<file path="config.mk">
export PLATFORM = sky130hd
export DESIGN_NAME = stuffed_frame_receiver_crc16_top
export DESIGN_NICKNAME = d
export VERILOG_FILES = /design/src/sfr_pkg.sv /design/src/sfr_front.sv /design/src/sfr_back.sv /design/src/sfr_outq.sv /design/src/stuffed_frame_receiver_crc16_top.sv
export SDC_FILE = /design/constraint.sdc
export NUM_CORES = 1
export LEC_CHECK = 0
export BUFFER_PORTS_ARGS = -buffer_cell sky130_fd_sc_hd__buf_2
export CAP_MARGIN = 20
export CORE_UTILIZATION = 56
export DETAILED_ROUTE_END_ITERATION = 7
export GPL_TIMING_DRIVEN = 0
export PLACE_DENSITY_LB_ADDON = 0.1
export SLEW_MARGIN = 20
export SYNTH_ARGS = -nofsm -noshare
export SYNTH_HDL_FRONTEND = slang
export SYNTH_SLANG_ARGS = --single-unit
</file>
<file path="constraint.sdc">
create_clock -name clk_i -period 3.4 [get_ports clk_i]
set_clock_uncertainty 0.1 [all_clocks]
set_input_delay 0 -clock clk_i [delete_from_list [all_inputs] [get_ports clk_i]]
set_output_delay 0 -clock clk_i [all_outputs]
set_load 0.02 [all_outputs]
</file>
<file path="src/sfr_pkg.sv">
// shared types and constants of the stuffed frame receiver
`timescale 1ns / 1ps

package sfr_pkg;

  localparam int MAX_FRAME = 64;
  localparam int CNT_W     = $clog2(MAX_FRAME + 1);
  localparam int CMP_W     = (CNT_W > 8) ? CNT_W : 8;
  localparam int IDX_W     = 6;
  localparam int LEN_W     = 7;
  localparam int Q_DEPTH   = 2;
  localparam int PTR_W     = $clog2(Q_DEPTH);
  localparam int QCNT_W    = $clog2(Q_DEPTH + 1);

  localparam logic [7:0] BYTE_START = 8'hFD;
  localparam logic [7:0] BYTE_STOP  = 8'hFE;
  localparam logic [7:0] BYTE_ESC   = 8'hFF;

  localparam logic [1:0] CFG_CRC_INIT = 2'd0;
  localparam logic [1:0] CFG_CRC_POLY = 2'd1;
  localparam logic [1:0] CFG_MIN_LEN  = 2'd2;

  localparam logic [15:0] CRC_INIT_RST = 16'hFFFF;
  localparam logic [15:0] CRC_POLY_RST = 16'h1021;
  localparam logic [7:0]  MIN_LEN_RST  = 8'd7;

  typedef enum logic [1:0] {
    CMD_DATA,
    CMD_START,
    CMD_STOP,
    CMD_ESC
  } cmd_kind_e;

  typedef enum logic [2:0] {
    EV_NONE  = 3'd0,
    EV_BYTE  = 3'd1,
    EV_GOOD  = 3'd2,
    EV_SHORT = 3'd3,
    EV_BAD   = 3'd4
  } event_e;

  typedef struct packed {
    cmd_kind_e  kind;
    logic [7:0] data;
  } cmd_t;

  typedef struct packed {
    event_e           ev;
    logic [7:0]       data;
    logic [IDX_W-1:0] index;
    logic [LEN_W-1:0] len;
  } res_t;

endpackage

</file>
<file path="src/sfr_front.sv">
// front end: byte classification and command queue
`timescale 1ns / 1ps

module sfr_front (
  input  logic            clk_i,
  input  logic            rst_ni,
  input  logic            push,
  output logic            full,
  input  logic [7:0]      byte_in_i,
  input  logic            cmd_pop_i,
  output logic            cmd_valid_o,
  output sfr_pkg::cmd_t   cmd_o
);

  sfr_pkg::cmd_t                    mem_q [sfr_pkg::Q_DEPTH];
  logic [sfr_pkg::PTR_W-1:0]        wr_q, rd_q;
  logic [sfr_pkg::QCNT_W-1:0]       cnt_q;
  sfr_pkg::cmd_t                    cmd_new;
  logic                             do_push, do_pop;

  always_comb begin
    cmd_new.data = byte_in_i;
    unique case (byte_in_i)
      sfr_pkg::BYTE_START: cmd_new.kind = sfr_pkg::CMD_START;
      sfr_pkg::BYTE_STOP:  cmd_new.kind = sfr_pkg::CMD_STOP;
      sfr_pkg::BYTE_ESC:   cmd_new.kind = sfr_pkg::CMD_ESC;
      default:             cmd_new.kind = sfr_pkg::CMD_DATA;
    endcase
  end

  assign full        = (cnt_q == sfr_pkg::QCNT_W'(sfr_pkg::Q_DEPTH));
  assign cmd_valid_o = (cnt_q != '0);
  assign cmd_o       = mem_q[rd_q];
  assign do_push     = push && !full;
  assign do_pop      = cmd_pop_i && cmd_valid_o;

  always_ff @(posedge clk_i or negedge rst_ni) begin
    if (!rst_ni) begin
      wr_q  <= '0;
      rd_q  <= '0;
      cnt_q <= '0;
    end else begin
      if (do_push) wr_q <= wr_q + sfr_pkg::PTR_W'(1);
      if (do_pop)  rd_q <= rd_q + sfr_pkg::PTR_W'(1);
      if (do_push && !do_pop)      cnt_q <= cnt_q + sfr_pkg::QCNT_W'(1);
      else if (!do_push && do_pop) cnt_q <= cnt_q - sfr_pkg::QCNT_W'(1);
    end
  end

  always_ff @(posedge clk_i) begin
    if (do_push) mem_q[wr_q] <= cmd_new;
  end

endmodule

</file>
<file path="src/sfr_back.sv">
// back end: frame state, destuffing, crc check and config registers
`timescale 1ns / 1ps

module sfr_back (
  input  logic            clk_i,
  input  logic            rst_ni,
  input  logic            cfg_valid_i,
  output logic            cfg_ready_o,
  input  logic [1:0]      cfg_index_i,
  input  logic [15:0]     cfg_data_i,
  input  logic            cmd_valid_i,
  input  sfr_pkg::cmd_t   cmd_i,
  output logic            cmd_pop_o,
  input  logic            res_full_i,
  output logic            res_push_o,
  output sfr_pkg::res_t   res_o
);

  typedef enum logic [1:0] {
    MODE_STOPPED,
    MODE_RECV,
    MODE_ESC
  } mode_e;

  mode_e                        mode_q, mode_d;
  logic [sfr_pkg::CNT_W-1:0]    cnt_q, cnt_d, cnt_inc;
  logic [15:0]                  crc_q, crc_d;
  logic [7:0]                   tail0_q, tail0_d, tail1_q, tail1_d;
  logic [15:0]                  crc_init_q, crc_poly_q;
  logic [7:0]                   min_len_q;
  logic [sfr_pkg::CMP_W-1:0]    cnt_w, len_w;
  logic [7:0]                   stored;
  logic                         store_en, fire;

  function automatic logic [15:0] crc_feed(input logic [15:0] crc, input logic [7:0] b,
                                           input logic [15:0] poly);
    logic [15:0] c;
    c = crc ^ {b, 8'h00};
    for (int k = 0; k < 8; k++) begin
      c = c[15] ? ((c << 1) ^ poly) : (c << 1);
    end
    return c;
  endfunction

  assign fire        = cmd_valid_i && !res_full_i;
  assign cmd_pop_o   = fire;
  assign res_push_o  = fire;
  assign cfg_ready_o = 1'b1;

  always_comb begin
    mode_d    = mode_q;
    cnt_d     = cnt_q;
    crc_d     = crc_q;
    tail0_d   = tail0_q;
    tail1_d   = tail1_q;
    store_en  = 1'b0;
    res_o     = '{ev: sfr_pkg::EV_NONE, data: '0, index: '0, len: '0};
    stored    = (mode_q == MODE_ESC) ? ~cmd_i.data : cmd_i.data;
    cnt_w     = sfr_pkg::CMP_W'(cnt_q);
    len_w     = cnt_w - sfr_pkg::CMP_W'(2);
    cnt_inc   = cnt_q + sfr_pkg::CNT_W'(1);
    unique case (cmd_i.kind)
      sfr_pkg::CMD_START: begin
        cnt_d   = '0;
        mode_d  = MODE_RECV;
        crc_d   = crc_init_q;
        tail0_d = '0;
        tail1_d = '0;
      end
      sfr_pkg::CMD_STOP: begin
        if (mode_q == MODE_RECV) begin
          mode_d = MODE_STOPPED;
          if (cnt_w < sfr_pkg::CMP_W'(min_len_q) || cnt_q < sfr_pkg::CNT_W'(2)) begin
            res_o.ev = sfr_pkg::EV_SHORT;
          end else begin
            res_o.ev  = ({tail0_q, tail1_q} == crc_q) ? sfr_pkg::EV_GOOD : sfr_pkg::EV_BAD;
            res_o.len = len_w[sfr_pkg::LEN_W-1:0];
          end
        end
      end
      sfr_pkg::CMD_ESC: begin
        if (mode_q == MODE_RECV)     mode_d = MODE_ESC;
        else if (mode_q == MODE_ESC) store_en = 1'b1;
        else                         cnt_d = '0;
      end
      sfr_pkg::CMD_DATA: begin
        store_en = (mode_q != MODE_STOPPED);
      end
    endcase
    if (store_en) begin
      mode_d = MODE_RECV;
      if (cnt_q >= sfr_pkg::CNT_W'(2)) crc_d = crc_feed(crc_q, tail0_q, crc_poly_q);
      tail0_d = tail1_q;
      tail1_d = stored;
      cnt_d   = cnt_inc;
      if (cnt_inc >= sfr_pkg::CNT_W'(sfr_pkg::MAX_FRAME)) mode_d = MODE_STOPPED;
      res_o.ev    = sfr_pkg::EV_BYTE;
      res_o.data  = stored;
      res_o.index = cnt_w[sfr_pkg::IDX_W-1:0];
    end
  end

  always_ff @(posedge clk_i or negedge rst_ni) begin
    if (!rst_ni) begin
      mode_q     <= MODE_STOPPED;
      cnt_q      <= '0;
      crc_q      <= '0;
      tail0_q    <= '0;
      tail1_q    <= '0;
      crc_init_q <= sfr_pkg::CRC_INIT_RST;
      crc_poly_q <= sfr_pkg::CRC_POLY_RST;
      min_len_q  <= sfr_pkg::MIN_LEN_RST;
    end else begin
      if (fire) begin
        mode_q  <= mode_d;
        cnt_q   <= cnt_d;
        crc_q   <= crc_d;
        tail0_q <= tail0_d;
        tail1_q <= tail1_d;
      end
      if (cfg_valid_i) begin
        unique case (cfg_index_i)
          sfr_pkg::CFG_CRC_INIT: crc_init_q <= cfg_data_i;
          sfr_pkg::CFG_CRC_POLY: crc_poly_q <= cfg_data_i;
          sfr_pkg::CFG_MIN_LEN:  min_len_q  <= cfg_data_i[7:0];
          default: ;
        endcase
      end
    end
  end

`ifndef SYNTH
  a_byte_counts: assert property (@(posedge clk_i) disable iff (!rst_ni)
    fire && res_o.ev == sfr_pkg::EV_BYTE |=> cnt_q == $past(cnt_q) + sfr_pkg::CNT_W'(1))
    else $error("stored byte did not advance the count");

  a_open_frame_room: assert property (@(posedge clk_i) disable iff (!rst_ni)
    mode_q != MODE_STOPPED |-> cnt_q < sfr_pkg::CNT_W'(sfr_pkg::MAX_FRAME))
    else $error("open frame at full length");

  a_end_stops: assert property (@(posedge clk_i) disable iff (!rst_ni)
    fire && (res_o.ev == sfr_pkg::EV_GOOD || res_o.ev == sfr_pkg::EV_BAD ||
             res_o.ev == sfr_pkg::EV_SHORT) |=> mode_q == MODE_STOPPED)
    else $error("frame end left receiver open");
`endif

endmodule

</file>
<file path="src/sfr_outq.sv">
// result queue between back end and result port
`timescale 1ns / 1ps

module sfr_outq (
  input  logic            clk_i,
  input  logic            rst_ni,
  input  logic            res_push_i,
  input  sfr_pkg::res_t   res_i,
  output logic            res_full_o,
  input  logic            pop,
  output logic            empty,
  output sfr_pkg::res_t   res_o
);

  sfr_pkg::res_t                mem_q [sfr_pkg::Q_DEPTH];
  logic [sfr_pkg::PTR_W-1:0]    wr_q, rd_q;
  logic [sfr_pkg::QCNT_W-1:0]   cnt_q;
  logic                         do_push, do_pop;

  assign res_full_o = (cnt_q == sfr_pkg::QCNT_W'(sfr_pkg::Q_DEPTH));
  assign empty      = (cnt_q == '0);
  assign res_o      = mem_q[rd_q];
  assign do_push    = res_push_i && !res_full_o;
  assign do_pop     = pop && !empty;

  always_ff @(posedge clk_i or negedge rst_ni) begin
    if (!rst_ni) begin
      wr_q  <= '0;
      rd_q  <= '0;
      cnt_q <= '0;
    end else begin
      if (do_push) wr_q <= wr_q + sfr_pkg::PTR_W'(1);
      if (do_pop)  rd_q <= rd_q + sfr_pkg::PTR_W'(1);
      if (do_push && !do_pop)      cnt_q <= cnt_q + sfr_pkg::QCNT_W'(1);
      else if (!do_push && do_pop) cnt_q <= cnt_q - sfr_pkg::QCNT_W'(1);
    end
  end

  always_ff @(posedge clk_i) begin
    if (do_push) mem_q[wr_q] <= res_i;
  end

endmodule

</file>
<file path="src/stuffed_frame_receiver_crc16_top.sv">
// top level of the byte-stuffed frame receiver with crc-16 check
//
//  channel   direction  handshake            payload
//  input     in         push / full          byte_in_i
//  result    out        empty / pop          event_res_o data_byte_o byte_index_o frame_length_o
//  config    in         cfg_valid_i / ready  cfg_index_i cfg_data_i
//
// one request per cycle unless results back up; crc byte update is a combinational xor network
// a taken request passes the command queue and then the result queue to the result ports
// two-entry queues sit after the byte classifier and after the back end
// asynchronous active-low reset, no clearing pass; config ready is always high
`timescale 1ns / 1ps

module stuffed_frame_receiver_crc16_top (
  input  logic        clk_i,
  input  logic        rst_ni,
  input  logic        push,
  output logic        full,
  input  logic [7:0]  byte_in_i,
  output logic        empty,
  input  logic        pop,
  output logic [2:0]  event_res_o,
  output logic [7:0]  data_byte_o,
  output logic [5:0]  byte_index_o,
  output logic [6:0]  frame_length_o,
  input  logic        cfg_valid_i,
  output logic        cfg_ready_o,
  input  logic [1:0]  cfg_index_i,
  input  logic [15:0] cfg_data_i
);

  sfr_pkg::cmd_t cmd;
  sfr_pkg::res_t res_new, res_head;
  logic          cmd_valid, cmd_pop, res_push, res_full;

  sfr_front u_front (
    .clk_i       (clk_i),
    .rst_ni      (rst_ni),
    .push        (push),
    .full        (full),
    .byte_in_i   (byte_in_i),
    .cmd_pop_i   (cmd_pop),
    .cmd_valid_o (cmd_valid),
    .cmd_o       (cmd)
  );

  sfr_back u_back (
    .clk_i       (clk_i),
    .rst_ni      (rst_ni),
    .cfg_valid_i (cfg_valid_i),
    .cfg_ready_o (cfg_ready_o),
    .cfg_index_i (cfg_index_i),
    .cfg_data_i  (cfg_data_i),
    .cmd_valid_i (cmd_valid),
    .cmd_i       (cmd),
    .cmd_pop_o   (cmd_pop),
    .res_full_i  (res_full),
    .res_push_o  (res_push),
    .res_o       (res_new)
  );

  sfr_outq u_outq (
    .clk_i      (clk_i),
    .rst_ni     (rst_ni),
    .res_push_i (res_push),
    .res_i      (res_new),
    .res_full_o (res_full),
    .pop        (pop),
    .empty      (empty),
    .res_o      (res_head)
  );

  assign event_res_o    = res_head.ev;
  assign data_byte_o    = res_head.data;
  assign byte_index_o   = res_head.index;
  assign frame_length_o = res_head.len;

endmodule

</file>
# Word level (Yosys, flattened, before mapping)
# Memory sizes are Yosys's and may differ from the RTL's.
# Cells that the tools add are included.
# op_classes
addsub,10
n_lt_le_gt_ge,4
n_eq_ne,17
mux,44
bitwise,10
reduce_logical,33
# ops
cell,n
2-to-1 mux 16 bit,11
XOR 16 bit,9
2-to-1 mux 7 bit,6
2-to-1 mux 8 bit,4
equality test 8 bit (second input constant),3
2-to-1 mux 17 bit,1
equality test 16 bit,1
2-to-1 mux 2 bit,7
one-hot mux 7 bit (2 select lines),1
equality test 2 bit (second input constant),6
2-to-1 mux 3 bit,4
one-hot mux 2 bit (3 select lines),2
nonzero test 2 bit,5
logical AND 1 bit,9
less-than comparator 7 x 8 -> 1 bit,1
NOT 8 bit,1
AND reduction 2 bit,4
AND reduction 4 bit,2
adder 7 x 1 -> 7 bit (second input constant),1
>= comparator 7 x 2 -> 1 bit (second input constant),1
>= comparator 7 bit (second input constant),1
logical NOT 1 bit,7
less-than comparator 7 x 2 -> 1 bit (second input constant),1
2-to-1 mux 1 bit,7
12 further kinds,23
# word_totals
register_bits,89
ram_bits,68
input_bits,31
out_inout_bits,27
memories,2
# memory_table
memory,words,word_bits,rd,rd_clocked_by_memory_dff,wr,line,rtl
u_outq.mem_q,2,24,1,0,1,sfr_outq.sv:15,sfr_pkg::res_t mem_q [sfr_pkg::Q_DEPTH];
u_front.mem_q,2,10,1,0,1,sfr_front.sv:15,sfr_pkg::cmd_t mem_q [sfr_pkg::Q_DEPTH];

# Depth between registers and ports, before layout
# logic_depth
depth_word,19
mapped_depth,16
depth_no_buf,13

# Cells and area by module
# From an unflattened synthesis, not the netlist that was laid out.
# hier_totals
cells_unflattened,856
area_unflattened_um2,9445.3
# by_module_without_submodules
module,n_inst,cells_each,area_each_um2,seq_area_each_um2
sfr_back,1,707,6462.4,2054.5
sfr_outq,1,94,2030.7,1541.5
sfr_front,1,55,952.2,700.7

# Least setup slack after synthesis
# OpenSTA, ideal clock, no wires.
# synth_path
path_type,register -> register
start,register u_back.tail0_q[5]
end,register u_back.crc_q[13]
setup_ns,0.132
arrival_ns,3.490
required_time_ns,3.168
path_slack_ns,-0.322
stages_incl_launch_ff,14
cell_sequence,dfrtp_1 > xor2_2 > xnor2_2 > mux2i_1 > nand3_2 > a21oi_2 > xnor3_2 > and3b_1 > a2111o_1 > o21ai_1 > buf_2 > nand3_1 > xnor2_1 > o21ai_1
# synth_via
elab_chain_cells,18
# synth_lines
element,line,rtl
"start, declared",sfr_back.sv:28,"logic [7:0] tail0_q, tail0_d, tail1_q, tail1_d;"
"start signal, assigned",sfr_back.sv:118,tail0_q <= tail0_d;
XOR 16 bit *,sfr_back.sv:38,"c = crc ^ {b, 8'h00};"
XOR 16 bit,sfr_back.sv:40,c = c[15] ? ((c << 1) ^ poly) : (c << 1);
2-to-1 mux 16 bit *,sfr_back.sv:40,
XOR 16 bit,sfr_back.sv:40,
2-to-1 mux 16 bit * (2 in a row),sfr_back.sv:40,
XOR 16 bit,sfr_back.sv:40,
2-to-1 mux 16 bit *,sfr_back.sv:40,
XOR 16 bit,sfr_back.sv:40,
2-to-1 mux 16 bit *,sfr_back.sv:40,
XOR 16 bit,sfr_back.sv:40,
2-to-1 mux 16 bit *,sfr_back.sv:40,
XOR 16 bit,sfr_back.sv:40,
2-to-1 mux 16 bit *,sfr_back.sv:40,
XOR 16 bit,sfr_back.sv:40,
2-to-1 mux 16 bit *,sfr_back.sv:40,
2-to-1 mux 16 bit *,sfr_back.sv:92,"if (cnt_q >= sfr_pkg::CNT_W'(2)) crc_d = crc_feed(crc_q, tail0_q, crc_poly_q);"
2-to-1 mux 16 bit *,sfr_back.sv:90,if (store_en) begin
"end signal, assigned",sfr_back.sv:117,crc_q <= crc_d;
"end, declared",sfr_back.sv:27,"logic [15:0] crc_q, crc_d;"
# Mark *: on every way between the ends. The rest lies on a longest branch, timed or not.
# A chain may end at the register's enable or synchronous reset.

# Worst setup path after layout
# layout_path
start,register u_back.tail0_q[7]
end,register u_back.crc_q[9]
# layout_via
elab_chain_cells,18
# layout_lines
element,line
XOR 16 bit *,sfr_back.sv:38
2-to-1 mux 16 bit *,sfr_back.sv:40
XOR 16 bit,sfr_back.sv:40
2-to-1 mux 16 bit *,sfr_back.sv:40
XOR 16 bit,sfr_back.sv:40
2-to-1 mux 16 bit *,sfr_back.sv:40
XOR 16 bit,sfr_back.sv:40
2-to-1 mux 16 bit *,sfr_back.sv:40
[2 not listed],n/a
XOR 16 bit,sfr_back.sv:40
2-to-1 mux 16 bit *,sfr_back.sv:40
XOR 16 bit,sfr_back.sv:40
2-to-1 mux 16 bit *,sfr_back.sv:40
XOR 16 bit,sfr_back.sv:40
2-to-1 mux 16 bit *,sfr_back.sv:40
2-to-1 mux 16 bit *,sfr_back.sv:92
2-to-1 mux 16 bit *,sfr_back.sv:90
# Marked as above.

==> qor.txt <==
run status: finished, violations left
failing checks: setup timing
max cap viols: 0
Largest stage delay, worst path: 0.49 ns
H-tree level count: 4
initial antenna violation count: 0
XOR/XNOR Fraction of Synth Area: 15.2%
Final Hold Vio Count: 0
post-synthesis mux area share: 9.39%
main combinational cell family by area after synthesis: XOR/XNOR gates
Worst Path Arrival: 4.04 ns
Max Slew Vio Count: 0
Worst Hold Class: in2async
GR Overflow Total: 0
Final Setup Violations: 16
simple-gate share of the synthesized area: 12.8%
vias in the first global route: 6963
multi-input logic area: 0.00510 sq mm
commonest non-fill, non-tap cell in the layout: nand2_1
total negative slack: -6.20 ns
Fillers: 1137
Ant. Diodes: 0
Setup WS pre-CTS: -0.816 ns
kind of critical path: reg2reg
drt total wl: 23.8 mm
Req. time, crit path: 3.61 ns
RSZ-0062 raised after global routing: true
Via density: 5.88
number of remaining DRC errors: 0
crit-path cells: xnor2_4 -> buf_4 -> buf_4 -> a2111oi_4 -> a31oi_2 -> xnor2_2 -> nand2_1 -> xnor3_2 -> and3b_1 -> a2111o_1 -> or3_4 -> buf_8 -> buf_8 -> nand3_1 -> xnor2_2 -> o21ai_1
worst-margin pin slew: 0.876 ns
reg2reg path depth: 16
crit share post-route: 113%
DRT iter0 DRCs: 839
CP delay by family, top: XOR/XNOR gates
WL/cell: 19.3 um
HPWL after DPL: 16.0 mm
GRT Overall Usage: 29.4%
clock insertion delay at the later pin of the skew report: 0.43 ns
top cell type by total area after synthesis: edfxtp_1
core area: 0.0159 sq mm
Area contributors post-synth: edfxtp_1, dfrtp_1, xnor2_1
Max clock buf depth: 2
Worst Slack Setup Final: -0.434 ns
vias: 7252
Worst path slowest cell: dfrtp_2
post-synth top area share: 22.3%
Syn-to-layout area delta: 25.5%
worst relative slew slack: 41.6%
Finished Core Util: 72.2%
crit start category: register
Rows: 46
Yosys Warn Count: 0
GPL Wtd Cong: 0.901
fin crit period: 3.83 ns
Synth Area in Compound Gates: 10.0%
Yosys reg bits: 157
CP Max Fanout: 8
maximum number of pins on one net before global-route repair: 61
Pre-antenna DRT Iters: 6
sequential share of the synthesized area: 46.9%
first-pass GRT wire length: 36.9 mm
adder-cell share of the synthesized area: 2.18%
worst path bufs/invs: 4
Syn Inst Count: 875
reg-to-reg critical path startpoint: u_back.tail0_q[7]
Net count, final: 1051
total CTS buffers: 17
syn_nets: 922
R2R Path End: u_back.crc_q[9]
num ports: 58
Root Driver: clkbuf_16
Die Ht: 130 um
Most used DFF post-synth: edfxtp_1
Register-to-Register Setup Slack: -0.43 ns
Worst Hold Slack: 0.0595 ns
Die Wd: 130 um
die footprint: 0.0169 sq mm
Max Clock Freq: 261 MHz
I/O Buffers: 56
ANT nets after route: 0
layout cells sized above 1: 29.3%
library cells used by synthesis: 65
initial core utilization: 57.5%
Worst-path clk slew: 0.06 ns
Mapped Avg Cell Area: 10.5 sq um
commonest non-fill, non-tap cells in the layout: nand2_1, xnor2_1, edfxtp_1, mux2_2, dfrtp_1
Synth Cell Area: 0.00917 sq mm
CTS tree: yes
Critical Path End Type: register
Post-synth EDFFs: 68
clk sink count: 157
Post-synth ARST share: 56.7%
register area: 0.00431 sq mm
-- cells in the mapped netlist, types with 7 or more instances --
cell type / instances
xnor2_1: 111
nand2_1: 110
edfxtp_1: 68
dfrtp_1: 67
mux2_2: 64
nor2_1: 47
nand3_1: 44
clkbuf_1: 41
o21ai_0: 32
xor2_1: 32
inv_1: 27
dfstp_2: 22
a22o_1: 17
a21oi_1: 16
ha_1: 16
a22oi_1: 15
mux2i_1: 14
nor3_1: 13
o21ai_1: 13
and2_1: 10
nand2b_1: 7
-- how the worst max path moves through the flow --
stage	start	to	slack, ns	cells past startpoint
final	u_back.tail0_q[7]	u_back.crc_q[9]	-0.43	16
after global routing	u_back.tail0_q[7]	u_back.crc_q[9]	-0.54	14
after CTS	u_back.crc_q[15]	u_back.crc_q[5]	-0.35	14
after detailed placement	u_back.crc_poly_q[14]	u_back.crc_q[13]	-0.82	14
after global placement	u_back.crc_poly_q[14]	u_back.crc_q[13]	-0.77	14
after floorplan	u_back.tail0_q[7]	u_back.crc_q[14]	-0.09	14
-- final cells by class --
cell class / instances / area share (%)
sequential: 157 / 37.4
multi-input combinational: 639 / 44.3
clock inverter: 8 / 0.881
clock buffer: 24 / 4.59
inverter: 28 / 0.924
buffer: 50 / 2.51
tap: 216 / 2.35
timing repair buffer: 111 / 7.06
-- stage by stage --
stage	cells	instance area (sq um)
after floorplan	875	9320
after global placement	1147	9870
after detailed placement	1150	9930
after CTS	1232	11300
after global routing	1233	11500
final	1233	11500
-- cell families (layout without fill, tap and decap cells) --
| family | count (synthesis) | count (layout) |
|---|---|---|
| muxes | 78 | 78 |
| adders and majority gates | 16 | 16 |
| DFF | 157 | 157 |
| other | 1 | 1 |
| and+or+nand+nor | 258 | 258 |
| xor gates and xnor gates | 150 | 150 |
| AOI/OAI and AO/OA | 136 | 136 |
| buffers and inverters | 79 | 221 |
-- metal layers --
metal  track usage, %  vias to the layer above  part of all wire (%)
met5                0                        -                     0
met1             42.3                     3556                    45
met2             45.1                      317                    47
met3             5.86                       49                   6.3
met4             9.17                        0                   2.2
li1                 -                     3330                     -
-- state kept, by name (all words and copies together) (netlist names), 2 cells and up --
| signal | flops |
|---|---|
| u_back.tail0_q | 8 |
| u_back.tail1_q | 8 |
| u_front.cnt_q | 2 |
| u_outq.mem_q | 48 |
| u_back.min_len_q | 8 |
| u_back.crc_init_q | 16 |
| u_front.mem_q | 20 |
| u_back.crc_poly_q | 16 |
| u_outq.cnt_q | 2 |
| u_back.mode_q | 2 |
| u_back.crc_q | 16 |
| u_back.cnt_q | 7 |
-- repair_timing --
action,4_1_cts,5_1_grt
hold buffers,28,0
endpoints found under the hold margin,137,0
buffers inserted,22,1
cloned,1,0
resized for setup,55,34
pin swaps,23,12
setup endpoints to repair,39,40
Power is left out: the tool's default activity adds up to more than one toggle a clock period on the data nets, which glitch-free logic cannot reach.
